File: src/itt_div.sv
// ----------------------------------------------------------------------------
// itt_div
// Unsigned restoring divider, one quotient bit per cycle.
// ----------------------------------------------------------------------------
`default_nettype none

module itt_div (
  input  wire logic        clk_i,
  input  wire logic        rst_ni,
  input  wire logic        start_i,
  input  wire logic [31:0] dividend_i,
  input  wire logic [19:0] divisor_i,
  output logic             busy_o,
  output logic [31:0]      quotient_o
);

  logic        busy_q, busy_d;
  logic [4:0]  step_q, step_d;
  logic [20:0] rem_q, rem_d;
  logic [31:0] quo_q, quo_d;
  logic [20:0] dvs_q, dvs_d;
  logic [20:0] trial;
  logic        ge;

  assign trial = {rem_q[19:0], quo_q[31]};
  assign ge    = (trial >= dvs_q);

  always_comb begin
    busy_d = busy_q;
    step_d = step_q;
    rem_d  = rem_q;
    quo_d  = quo_q;
    dvs_d  = dvs_q;
    if (start_i) begin
      busy_d = 1'b1;
      step_d = '0;
      rem_d  = '0;
      quo_d  = dividend_i;
      dvs_d  = {1'b0, divisor_i};
    end else if (busy_q) begin
      rem_d  = ge ? (trial - dvs_q) : trial;
      quo_d  = {quo_q[30:0], ge};
      step_d = step_q + 5'd1;
      if (step_q == 5'd31) begin
        busy_d = 1'b0;
      end
    end
  end

  always_ff @(posedge clk_i or negedge rst_ni) begin
    if (!rst_ni) begin
      busy_q <= 1'b0;
      step_q <= '0;
    end else begin
      busy_q <= busy_d;
      step_q <= step_d;
    end
  end

  always_ff @(posedge clk_i) begin
    rem_q <= rem_d;
    quo_q <= quo_d;
    dvs_q <= dvs_d;
  end

  assign busy_o     = busy_q;
  assign quotient_o = quo_q;

endmodule

`default_nettype wire

File: config.mk
export PLATFORM = sky130hd
export DESIGN_NAME = itt_div
export DESIGN_NICKNAME = d
export VERILOG_FILES = /design/src/itt_div.sv
export SDC_FILE = /design/constraint.sdc
export NUM_CORES = 1
export LEC_CHECK = 0
export ABC_AREA = 1
export BUFFER_PORTS_ARGS = -buffer_cell sky130_fd_sc_hd__buf_2
export CAP_MARGIN = 20
export CORE_ASPECT_RATIO = 2
export CORE_MARGIN = 2
export CORE_UTILIZATION = 54
export CTS_BUF_LIST = sky130_fd_sc_hd__clkbuf_4
export DETAILED_ROUTE_END_ITERATION = 10
export PLACE_DENSITY = 0.78
export SLEW_MARGIN = 40
export SYNTH_ARGS = -nofsm -noshare
export SYNTH_HDL_FRONTEND = slang
export SYNTH_SLANG_ARGS = --single-unit
File: constraint.sdc
create_clock -name clk_i -period 5.25 [get_ports clk_i]
set_clock_uncertainty 0.1 [all_clocks]
set_input_delay 1.05 -clock clk_i [delete_from_list [all_inputs] [get_ports clk_i]]
set_output_delay 1.05 -clock clk_i [all_outputs]
set_load 0.05 [all_outputs]
==> flow_results.org, run 1 <==
** Run status
- The run finished with clean final reports.

** Hold path
- The tightest min-delay check is of the in -> async type.

** Final layout
- Ratio of cells with drive above 1 in the final layout :: 19.6%
- Number of nets in the final layout :: 766
- After routing the design area is 0.00530 mm².
- Summing all flip-flop and latch instances after layout gives 0.00211 mm².
- Final instance count without filler cells :: 794
- Fill cells in the final layout number 797.
- The top cell types in the final layout, fill and taps aside, are 230 x sky130_fd_sc_hd__nand2_1, 90 x sky130_fd_sc_hd__inv_1, 87 x sky130_fd_sc_hd__buf_2.
- The multi-input combinational cells in the finished layout cover a total of 0.00211 mm².
- Compared with the post-synthesis result, the final layout area differs by 12.9%.
- Leaving out fill and tap cells, the most frequent cell in the layout is sky130_fd_sc_hd__nand2_1.
- Final core occ :: 62.1%

** Clocking
- The later pin in the worst-skew pair is clocked with a latency of 450 ps.
- Clock transition at the register clock pins on the worst setup and hold paths after CTS :: 130 ps
- Number of buffers inserted during clock tree synthesis :: 9
- Cells resized by post-CTS repair :: 0
- CTS tree :: done
- CTS saw 78 sinks.
- Buffer count from post-CTS setup fixing :: 0
- Longest Clk Path Bufs :: 2
- The tree is rooted in a sky130_fd_sc_hd__clkbuf_4.
- The clock tree synthesis step divided the H-tree into 3 levels.
- Hold_buf cts :: 0

** Yosys
- Post-Synthesis Cells :: 604
- Post-synthesis cell area :: 0.00469 mm²
- Net count of the mapped netlist :: 682
- Synth top area cells :: sky130_fd_sc_hd__edfxtp_1 33%, sky130_fd_sc_hd__nand2_1 18%, sky130_fd_sc_hd__dfxtp_1 8.5%, sky130_fd_sc_hd__inv_1 7.2%, sky130_fd_sc_hd__ha_1 5.9%
- Number of warning messages in the yosys log :: 0
- Average instance area after synthesis :: 7.77 µm²
- The synthesized design contains 78 register bits.
- Share of Yosys cell area claimed by the top area cell type :: 33.3%
- Yosys mapped the design onto 36 distinct sky130hd cell types.
- The synthesized design spends more area on one cell type than any other, namely sky130_fd_sc_hd__edfxtp_1.
- For this run, the register share of the synthesized area comes to 45.0%.

** Pwr
- Leakage Power :: 2.82 nW
- Cell area power density :: 421 mW/mm²
- Maximum resistive drop on vdd :: 0.000253 V

** STA
- Final Hold Vio Count :: 0
- In this run the tightest slew margin relative to its limit is 53.1%.
- Setup repair after global routing left no endpoint under its margin.
- The smallest clock period supported by the final layout is computed as 2640 ps.
- Total setup violations reported at the end of the flow :: 0
- Max-slew violation total from the final report :: 0
- Slew at the pin closest to its max-slew limit :: 702 ps
- Fmax :: 379 MHz
- Of the available clock period, the critical path in the final layout requires 50.3%.
- Setup TNS :: 0 ps
- Post-Route Hold Slack :: 324 ps

** Die
- The die covers 0.00950 mm².
- For this design the top-level I/O count stands at 88.
- In this run the horizontal extent of the chip is 69.9 µm.
- The core region is 0.00853 mm².
- Row generation in the floorplan step produced 48 rows.
- Die Ht :: 136 µm
- Once the floorplan was initialized, standard cells occupied 55.0% of the core.

** Placement
- Input and output buffers added on the ports amount to 87.
- The HPWL after detailed placement is 8520 µm.
- Instance count after placement with tap cells included :: 777
- At the end of routability-driven placement, the weighted congestion stood at 0.881.
- In this run the cell area measured after placement is 0.00516 mm².

** Global route
- The number of antenna violations at the first check in global routing came to 1.
- Total global routing track utilization :: 24.8%
- Maximum number of pins on one net before global-route repair :: 56
- Final global-route overflow total :: 0
- Global-route wire length before repair :: 18500 µm
- Via count of the first global-routing pass :: 4165

** Detailed routing
- Post-Route WL :: 11200 µm
- Total vias in the final route :: 4125
- The first detailed-routing pass took 7 iterations.
- DRT iter0 DRCs :: 215
- After detailed routing, the number of remaining DRC violations is 0.
- The count of nets left with antenna violations once routing finished came out at 0.
- Average wire per cell in the routed design :: 14.2 µm
- Routed via count divided by cell count :: 5.20

** Worst setup path
- CP Data Arrival Time :: 2920 ps
- The worst setup path is launched from a flip-flop.
- STA classifies the critical path endpoint as a flip-flop.
- The worst setup path is of the reg -> reg kind.
- Of all nets on the critical path, the largest fanout is 22.
- At the worst endpoint, the required time is 5530 ps.

** Job
- The tool flagged a number of max-cap violations equal to 0.
## cell type report
type	count	share of cell area (%)
Multi-Input combinational cell	415	39.9
Sequential cell	78	39.9
Timing Repair Buffer	90	8.64
Inverter	94	6.66
Tap cell	100	2.36
Clock buffer	10	1.42
Clock inverter	6	1.13
Antenna cell	1	0.0472
## layer usage
metal / routed length (µm) / vias up / track usage (%)
met4: 465 / 0 / 14.0
met5: 0 / - / 0
li1: - / 2077 / -
met3: 375 / 30 / 3.04
met2: 6280 / 120 / 47.1
met1: 4130 / 1898 / 25.5
## where the power goes
part           internal [mW]  switching [mW]  leakage [nW]  total [mW]
sequential             0.755          0.0581         0.789       0.813
combinational          0.355           0.691          1.95        1.05
clock                  0.150           0.222        0.0763       0.372
total                   1.26           0.971          2.82        2.23
## state kept, by name (all words and copies together) (netlist names)
signal	flops
quotient_o	32
dvs_q	20
rem_q	20
step_q	5
busy_o	1
## worst max-delay path: stages, from the launching register on
cell                       delay [ps]
sky130_fd_sc_hd__edfxtp_1         340
sky130_fd_sc_hd__inv_1             40
sky130_fd_sc_hd__ha_1             370
sky130_fd_sc_hd__a21oi_1          250
sky130_fd_sc_hd__inv_1             70
sky130_fd_sc_hd__nand2_1           90
sky130_fd_sc_hd__a21oi_1          100
sky130_fd_sc_hd__nor2_4           580
sky130_fd_sc_hd__nand2_4          330
sky130_fd_sc_hd__nand2_1          150
sky130_fd_sc_hd__nand3_1           70
sky130_fd_sc_hd__nand2_1           90
## per-stage QoR
| stage | worst slack [ps] | power (mW) |
|---|---|---|
| 2_1_floorplan | 2160 | 1.67 |
| 3_3_place_gp | 2000 | 1.85 |
| 3_5_place_dp | 1860 | 1.87 |
| 4_1_cts | 2340 | 2.23 |
| 5_1_grt | 2370 | 2.39 |
| 6_report | 2610 | 2.23 |
## synthesized netlist by cell type, drive strengths merged
cell type	n
nand2	241
inv	91
nand3	59
edfxtp	52
nor2	29
ha	22
dfxtp	20
a21oi	15
o21ai	13
nor3	10
clkbuf	9
nand3b	9
buf	8
xnor2	7
dfrtp	6
clkinv	3
nand4	2
xor2	2
a22o	1
a31oi	1
fa	1
nor4	1
o21a	1
o21bai	1
## cell families after synthesis
kind of cell	share of synthesized area, %
simple gates	33.3
buf+inv	10.1
flops	45.0
compound gates	3.71
fa+ha+maj	6.29
xor+xnor	1.68
## path summary, 6_finish.rpt
check                           slack (ps)        end      start  cells after the start
worst max-delay path                  2610   rem_q[9]  dvs_q[14]                     11
min in group clk_i                     380  rem_q[13]  rem_q[13]                      2
worst min-delay path                   320  step_q[3]     rst_ni                      1
worst min register to register         380  rem_q[13]  rem_q[13]                      2
worst max register to register        2610   rem_q[9]  dvs_q[14]                     11
max in group asynchronous             4580  step_q[2]     rst_ni                      1
No activity file was read; power rests on OpenSTA's default activity.
==> inputs of run 2 (changes only) <==
--- a/config.mk
+++ b/config.mk
@@ -5,7 +5,7 @@
 export SDC_FILE = /design/constraint.sdc
 export NUM_CORES = 1
 export LEC_CHECK = 0
-export ABC_AREA = 1
+export ABC_AREA = 0
 export BUFFER_PORTS_ARGS = -buffer_cell sky130_fd_sc_hd__buf_2
 export CAP_MARGIN = 20
 export CORE_ASPECT_RATIO = 2
@@ -13,7 +13,7 @@
 export CORE_UTILIZATION = 54
 export CTS_BUF_LIST = sky130_fd_sc_hd__clkbuf_4
 export DETAILED_ROUTE_END_ITERATION = 10
-export PLACE_DENSITY = 0.78
+export PLACE_DENSITY = 0.79
 export SLEW_MARGIN = 40
 export SYNTH_ARGS = -nofsm -noshare
 export SYNTH_HDL_FRONTEND = slang
==> constraint.sdc (replaced) <==
create_clock -name clk_i -period 2.49 [get_ports clk_i]
set_clock_uncertainty 0.1 [all_clocks]
set_input_delay 0.498 -clock clk_i [delete_from_list [all_inputs] [get_ports clk_i]]
set_output_delay 0.498 -clock clk_i [all_outputs]
set_load 0.05 [all_outputs]
==> run 2 against run 1 <==
  * The run now ends with negative setup slack left
  * Critical path depth down 1
  * Fmax down 3.4%
  * First-iteration DRC count up 34%
  * Synthesized area down 9.1%
  * Global-route usage up 3.0 points
  * Flip-flop and latch count unchanged
  * Non-clock buffer count up 67
  * Synthesized cell count down 35%
  * Critical path type unchanged
  * Critical endpoint is now rem_q[16]
==> flow_results.org, run 2 <==
** Final layout
- Most used cells in the layout excluding fill and tap cells :: 87 x sky130_fd_sc_hd__buf_2, 63 x sky130_fd_sc_hd__buf_4, 52 x sky130_fd_sc_hd__edfxtp_1
- Leaving out filler cells and counting taps, the final layout contains 645.
- Final standard cell area without fillers :: 0.00569 mm²
- Compared with the post-synthesis result, the final layout area differs by 33.3%.
- # fillers :: 540
- Max FFs per register :: 32
- The post-route netlist has 45.1% of its cells at a drive strength greater than 1.
- For this run, the post-layout net count is 623.
- The library cell used most frequently in the layout, excluding fill and tap cells, is sky130_fd_sc_hd__buf_2.

** Global route
- Total global routing track utilization :: 27.7%
- Number of antenna violations at the first check in global routing :: 1
- The via count of the first global-routing pass was 3937.
- Final global-route overflow total :: 0
- Global-route wire length before repair :: 17800 µm
- Entering global routing, the biggest net connects 54 pins.

** Run status
- Status :: finished with violations
- Violations in the final reports :: negative setup slack

** Clocking
- Clock sink count :: 78
- In this run, CTS created clock tree buffers numbering 9.
- Longest Clk Path Bufs :: 2
- CTS placed an instance of sky130_fd_sc_hd__clkbuf_4 at the clock tree root.
- Clock H-tree levels :: 3
- Worst-Skew Late Latency :: 440 ps
- CTS tree :: done
- Clock transition at the register clock pins on the worst setup and hold paths after CTS :: 130 ps

** Job
- Number of violations of the max-capacitance limit :: 0

** STA
- Setup violations remaining at the end of the flow were counted as 7.
- Slew at the pin closest to its max-slew limit :: 717 ps
- Setup repair after global routing could not meet its margin everywhere.
- Share of the clock period used by the worst path :: 110%
- Fmax :: 366 MHz
- Final Hold Vio Count :: 0
- The smallest clock period supported by the final layout is computed as 2730 ps.
- Across all hold checks on the routed design, the worst slack comes to 115 ps.
- Worst slew margin relative to its limit :: 52.0%
- The total count of max-transition violations in the final report came to 0.
- Final WS setup :: -244 ps

** Pwr
- Cell area power density :: 924 mW/mm²
- Maximum resistive drop on vdd :: 0.000541 V
- Leakage Power :: 2.54 nW

** Detailed routing
- The detail route stage leaves a number of antenna-violating nets equal to 0.
- Using the TritonRoute via totals, the vias-per-cell ratio works out to 5.95.
- After the first detailed-routing iteration, the DRC count stood at 289.
- Before antenna repair, the detailed router went through 6 iterations.
- For this block, the via count after detailed routing is 3836.
- Average wire per cell in the routed design :: 18.6 µm
- The final layout contains routed wiring with a total length of 12000 µm.
- Residual DRC :: 0

** Placement
- At the end of routability-driven placement, the weighted congestion stood at 0.933.
- Placed inst area :: 0.00524 mm²
- Port bufs :: 87
- Instance count after placement with tap cells included :: 620
- The wire-length estimate of the detail-placed layout is 8420 µm.

** Yosys
- Counting instances in the post-synthesis netlist gives the leading cell types as 52 x sky130_fd_sc_hd__edfxtp_1, 33 x sky130_fd_sc_hd__mux2_2, 30 x sky130_fd_sc_hd__nor2_1.
- Counting flops with an async set or reset pin after synthesis yields a share of 7.69%.
- In the post-synthesis netlist, the biggest area contributors are sky130_fd_sc_hd__edfxtp_1 37%, sky130_fd_sc_hd__dfxtp_1 9.4%, sky130_fd_sc_hd__mux2_2 8.7%, sky130_fd_sc_hd__ha_1 6.5%, sky130_fd_sc_hd__dfrtp_1 3.5%.
- Post-Synthesis Cells :: 393
- Number of synthesized flops with an enable pin :: 52
- Net count of the mapped netlist :: 471
- Sequential cells were found to cover 49.5% of the synthesized design area.
- Share of Yosys cell area claimed by the top area cell type :: 36.6%
- Average instance area after synthesis :: 10.9 µm²
- sky130_fd_sc_hd__edfxtp_1 is the most common cell in the netlist.
- In this run the cell area of the synthesized design comes to 0.00427 mm².
- The most used flip-flop cell after synthesis is sky130_fd_sc_hd__edfxtp_1.
- Number of warning messages in the yosys log :: 0
- Synthesis inferred 78 register bits.
- In this run, distinct cell masters in the synthesized netlist total 63.
- Cell taking the most area after synthesis :: sky130_fd_sc_hd__edfxtp_1

** Die
- The region available for standard cell placement spans 0.00760 mm².
- The floorplan step defined a die boundary enclosing 0.00867 mm².
- From bottom edge to top edge, the die measures 130 µm.
- After floorplanning, the core was divided into 45 placement rows.
- In this run the horizontal extent of the chip is 66.8 µm.
- IO Count :: 88
- For this configuration, the core starts out at a cell density of 56.1%.

** Worst setup path
- Start of the worst register-to-register path :: quotient_o[31]
- Crit path largest cell delay :: 440 ps
- Data on the critical path arrives at its endpoint at 2990 ps.
- Launching element of the worst setup path :: quotient_o[31]
- At the worst endpoint, the required time is 2740 ps.
- The critical path is of the reg -> reg type.
- Highest fanout seen on the critical path :: 3
- Counting both buffers and inverters, the worst setup path holds a total of 1.
- Critical path cell sequence :: inv_2 > ha_4 > fa_2 > nor2b_2 > o221ai_2 > a21oi_2 > or4_4 > or4_1 > nor4bb_4 > a311o_1
- Endpoint type of the worst setup path :: flip-flop
- Startpoint types :: flip-flop
- In this design, the largest share of critical-path delay is due to simple AND/OR/NAND/NOR gates.
- The slowest stage of the critical path belongs to the cell sky130_fd_sc_hd__edfxtp_1.

** Hold path
- Class of the most critical hold timing path :: in -> reg
- The worst hold path begins at divisor_i[18].
## run 2: cell types whose count changed after synthesis, sizes merged, moves of 10 or more
cell	previous run	this run
nand2	241	27
inv	91	28
o21ai	13	23
nand3	59	5
a211oi	0	13
mux2	0	33
## run 2: layer usage
| layer | up-vias | GRT usage (%) | part of all wire, % |
|---|---|---|---|
| met5 | - | 0 | 0 |
| met4 | 0 | 18.1 | 6.6 |
| met3 | 59 | 5.17 | 5.6 |
| met2 | 190 | 50.4 | 54 |
| met1 | 1804 | 27.8 | 34 |
| li1 | 1783 | - | - |
## run 2: cell type report
class	count	area, µm²	share of cell area [%]
antenna	1	2.50	0.0440
clock buffer	11	82.6	1.45
clock inverter	5	25.0	0.440
inverter	28	105	1.85
multi-input combinational	271	2220	39.1
sequential	78	2110	37.1
tap	94	118	2.07
timing repair buffer	157	1020	17.9
## run 2: what timing repair did
item / 4_1_cts / 5_1_grt
setup endpoints to repair: 12 / 20
endpoints found under the hold margin: 6 / 0
hold buffers: 1 / 0
gates cloned: 0 / 1
gates resized for setup: 9 / 46
setup buffers: 1 / 5
pin swaps: 2 / 23
## run 2: stage by stage
| stage | util [%] | setup slack, ps | TNS, ps | total power [mW] |
|---|---|---|---|---|
| after floorplan | - | -315 | -633 | 3.18 |
| after detailed placement | 68.9 | -170 | -614 | 4.12 |
| after CTS | 71.3 | -155 | -155 | 4.84 |
| after global routing | 74.8 | -382 | -2040 | 5.51 |
| after global placement | 68.9 | -93.8 | -133 | 4.06 |
| final | 74.8 | -244 | -876 | 5.25 |
## run 2: logic make-up after synthesis
group / share of synthesized area [%]
compound gates: 16.7
simple gates: 11.1
flops: 49.5
buf+inv: 4.08
mux: 9.42
fa+ha+maj: 6.92
xor+xnor: 2.26
## run 2: power by group
group | internal, mW | switching (mW)
combinational | 1.31 | 1.53
sequential | 1.60 | 0.143
clock | 0.221 | 0.444
## run 2: final timing paths
| kind | to | slack (ps) | cells past startpoint |
|---|---|---|---|
| worst max-delay path | rem_q[16] | -240 | 10 |
| worst min-delay path | dvs_q[18] | 120 | 1 |
| worst max register to register | rem_q[16] | -240 | 10 |
| worst min register to register | rem_q[12] | 430 | 2 |
| max in group asynchronous | step_q[4] | 1830 | 2 |
| min in group asynchronous | busy_o | 300 | 2 |
==> inputs of run 3 (changes only) <==
--- a/config.mk
+++ b/config.mk
@@ -6,14 +6,16 @@
 export NUM_CORES = 1
 export LEC_CHECK = 0
 export ABC_AREA = 0
+export ABC_CLOCK_PERIOD_IN_PS = 2300
 export BUFFER_PORTS_ARGS = -buffer_cell sky130_fd_sc_hd__buf_2
 export CAP_MARGIN = 20
 export CORE_ASPECT_RATIO = 2
 export CORE_MARGIN = 2
-export CORE_UTILIZATION = 54
+export CORE_UTILIZATION = 51
 export CTS_BUF_LIST = sky130_fd_sc_hd__clkbuf_4
 export DETAILED_ROUTE_END_ITERATION = 10
-export PLACE_DENSITY = 0.79
+export PLACE_DENSITY = 0.78
+export RECOVER_POWER = 100
 export SLEW_MARGIN = 40
 export SYNTH_ARGS = -nofsm -noshare
 export SYNTH_HDL_FRONTEND = slang
==> constraint.sdc (replaced) <==
create_clock -name clk_i -period 2.3 [get_ports clk_i]
set_clock_uncertainty 0.1 [all_clocks]
set_input_delay 0.46 -clock clk_i [delete_from_list [all_inputs] [get_ports clk_i]]
set_output_delay 0.46 -clock clk_i [all_outputs]
set_load 0.05 [all_outputs]
==> run 3 against run 2 <==
  * The flow still finishes with violations (negative setup slack)
  * Clock power increased by 36%
  * Sequential power is 9% higher
  * Largest cell class unchanged
  * Via count up 11%
  * Sequential share of layout area shrank 4.3 points
  * Critical path depth did not move
  * First-iteration DRC count rose by 24%
  * Flip-flop and latch count did not move
  * Total power up 30%
  * Setup slack worse by 220 ps
  * Core utilization rose by 3.9 points
  * Hold slack got worse by 62 ps
==> flow_results.org, run 3 (synthesized netlist as in run 2, its figures left out) <==
** Global route
- The first global-routing pass estimated 21100 µm of wire.
- For this run the aggregate overflow at the end of global routing stands at 0.
- Maximum number of pins on one net before global-route repair :: 40
- Total global routing track utilization :: 31.6%
- Via count of the first global-routing pass :: 4474
- Number of antenna violations at the first check in global routing :: 1

** Detailed routing
- Average wire per cell in the routed design :: 21.3 µm
- Antenna Nets Post-Route :: 0
- After detailed routing, no signal wire sits above met4.
- Routed via count divided by cell count :: 6.03
- The first routing iteration left 359 violations.
- Across all layers, the routed design uses 4255 vias.
- Residual DRC :: 0
- For this block, wires on met1 add up to 4910 µm.
- Summed over all nets, wire length on met2 after detailed routing comes to 8120 µm.
- The first TritonRoute pass finished after 5 iterations.
- The final layout contains routed wiring with a total length of 15000 µm.
- Met3 Routed Length :: 908 µm

** Die
- The floorplan step set the die height to 133 µm.
- The floorplan step defined a die boundary enclosing 0.00916 mm².
- Core area :: 0.00817 mm²
- Horizontal extent of the die :: 68.7 µm
- For this design the top-level I/O count stands at 88.
- Number of placement rows :: 47
- For this configuration, the core starts out at a cell density of 52.2%.

** STA
- Share of the clock period used by the worst path :: 120%
- Max-slew violation total from the final report :: 0
- Slew at the pin closest to its max-slew limit :: 412 ps
- Minimum period implied by the final worst setup slack :: 2760 ps
- In the post-route analysis, the smallest setup slack over all paths is -460 ps.
- Measured against its own limit, the worst slew margin works out to 72.4%.
- Adding up every negative setup slack in the final design gives -4270 ps.
- Final Hold Vio Count :: 0
- Total setup violations reported at the end of the flow :: 21
- Unrepaired setup endpoints after global routing :: yes
- Fmax :: 362 MHz

** Final layout
- With fillers left out, the area of the finished cells amounts to 0.00643 mm².
- The sequential cells in the finished layout cover a total of 0.00211 mm².
- Leaving out fill and tap cells, the most frequent cell in the layout is sky130_fd_sc_hd__buf_4.
- From synthesis to final layout, the design area changed by 50.8%.
- Max FFs per register :: 32
- Area of the multi-input gates :: 0.00247 mm²
- In the layout the commonest cells are 113 x sky130_fd_sc_hd__buf_4, 86 x sky130_fd_sc_hd__buf_2, 52 x sky130_fd_sc_hd__edfxtp_1.
- In the final design database the tool counted 680 nets.
- # fillers :: 478
- The post-route netlist has 55.4% of its cells at a drive strength greater than 1.

** Pwr
- The worst-case IR drop observed on VDD is 0.000651 V.
- Leakage Power :: 2.86 nW
- Cell area power density :: 1060 mW/mm²

** Run status
- Status :: finished with violations
- The final reports fail on negative setup slack.

** Clocking
- The longest clock path from root to sink contains 2 buffers.
- Worst-Skew Late Latency :: 470 ps
- CTS tree :: done
- Clock transition at the register clock pins on the worst setup and hold paths after CTS :: 160 ps
- In this run the number of H-tree levels came out at 3.
- The number of clock buffers added by TritonCTS is 9.
- Clock sink count :: 78
- CTS Root Cell :: sky130_fd_sc_hd__clkbuf_4

** Placement
- Detailed placement ended at an HPWL of 8990 µm.
- Summing all placed instances gives a cell area of 0.00550 mm².
- Port bufs :: 87
- The congestion estimate from routability-driven global placement came to 0.921.
- Worst slack at placement :: -336 ps

** Worst setup path
- The critical path in this run is classified as reg -> reg.
- Highest fanout seen on the critical path :: 2
- CP Data Arrival Time :: 3020 ps
- At the worst endpoint, the required time is 2560 ps.
- The cell family contributing the most delay on the critical path is simple AND/OR/NAND/NOR gates.
- Cell with the largest stage delay on the worst path :: sky130_fd_sc_hd__edfxtp_1
- Buffers and inverters on the worst path :: 1
- Most frequent CP cell :: sky130_fd_sc_hd__or4_4
- For the worst flop-to-flop path, the logic depth is 10.
- STA classifies the critical path startpoint as a flip-flop.
- Walking the worst path, the cells encountered are inv_2 > ha_4 > fa_2 > nor2b_4 > o221ai_4 > a21oi_2 > or4_4 > or4_4 > nor4bb_1 > a311o_1.
- Endpoint type of the worst setup path :: flip-flop
- Crit path largest cell delay :: 450 ps
- Critical path depth :: 10

** Job
- The tool flagged a number of max-cap violations equal to 0.

** Hold path
- Along the worst hold path, the cell count comes to 1.
- Class of the most critical hold timing path :: in -> reg
run 3: power breakdown:
part	switching, mW	internal [mW]
clock network	0.558	0.344
registers	0.157	1.73
logic	2.10	1.95
run 3: path summary, 6_finish.rpt:
path                                     start         to  slack, ps
worst max register to register  quotient_o[31]  rem_q[16]       -460
max in group asynchronous               rst_ni  step_q[4]       1550
worst min-delay path             divisor_i[19]  dvs_q[19]         50
worst min register to register       rem_q[19]  rem_q[19]        450
min in group asynchronous               rst_ni  step_q[1]        300
worst max-delay path            quotient_o[31]  rem_q[16]       -460
run 3: stage by stage:
stage | utilization, % | hold WS (ps) | instances | power (mW)
detailed placement | 67.3 | 192 | 656 | 4.67
CTS | 75.3 | 56.4 | 690 | 6.18
floorplan | - | 64.4 | 393 | 3.47
global placement | 67.3 | 190 | 656 | 4.60
finish | 78.7 | 53.8 | 706 | 6.84
global route | 78.7 | 40.2 | 706 | 7.13
run 3: metal layers:
layer	vias to the layer above	global-route usage (%)
met5	-	0
met2	258	55.7
met1	2021	30.5
met3	88	5.91
met4	0	22.9
li1	1888	-
run 3: final cells by class:
| type | count | area share, % |
|---|---|---|
| clock inverters | 7 | 1.23 |
| inverters | 28 | 1.63 |
| diodes | 1 | 0.0389 |
| clock buffers | 9 | 1.05 |
| well taps | 98 | 1.91 |
| multi-input cells | 271 | 38.4 |
| repair buffers | 214 | 22.9 |
| flip-flops and latches | 78 | 32.8 |
run 3: timing repair:
action	4_1_cts	5_1_grt
resized for setup	69	39
pin swaps	30	25
endpoints found under the hold margin	6	0
setup endpoints to repair	21	21
hold buffers	1	0
buffers inserted	18	15
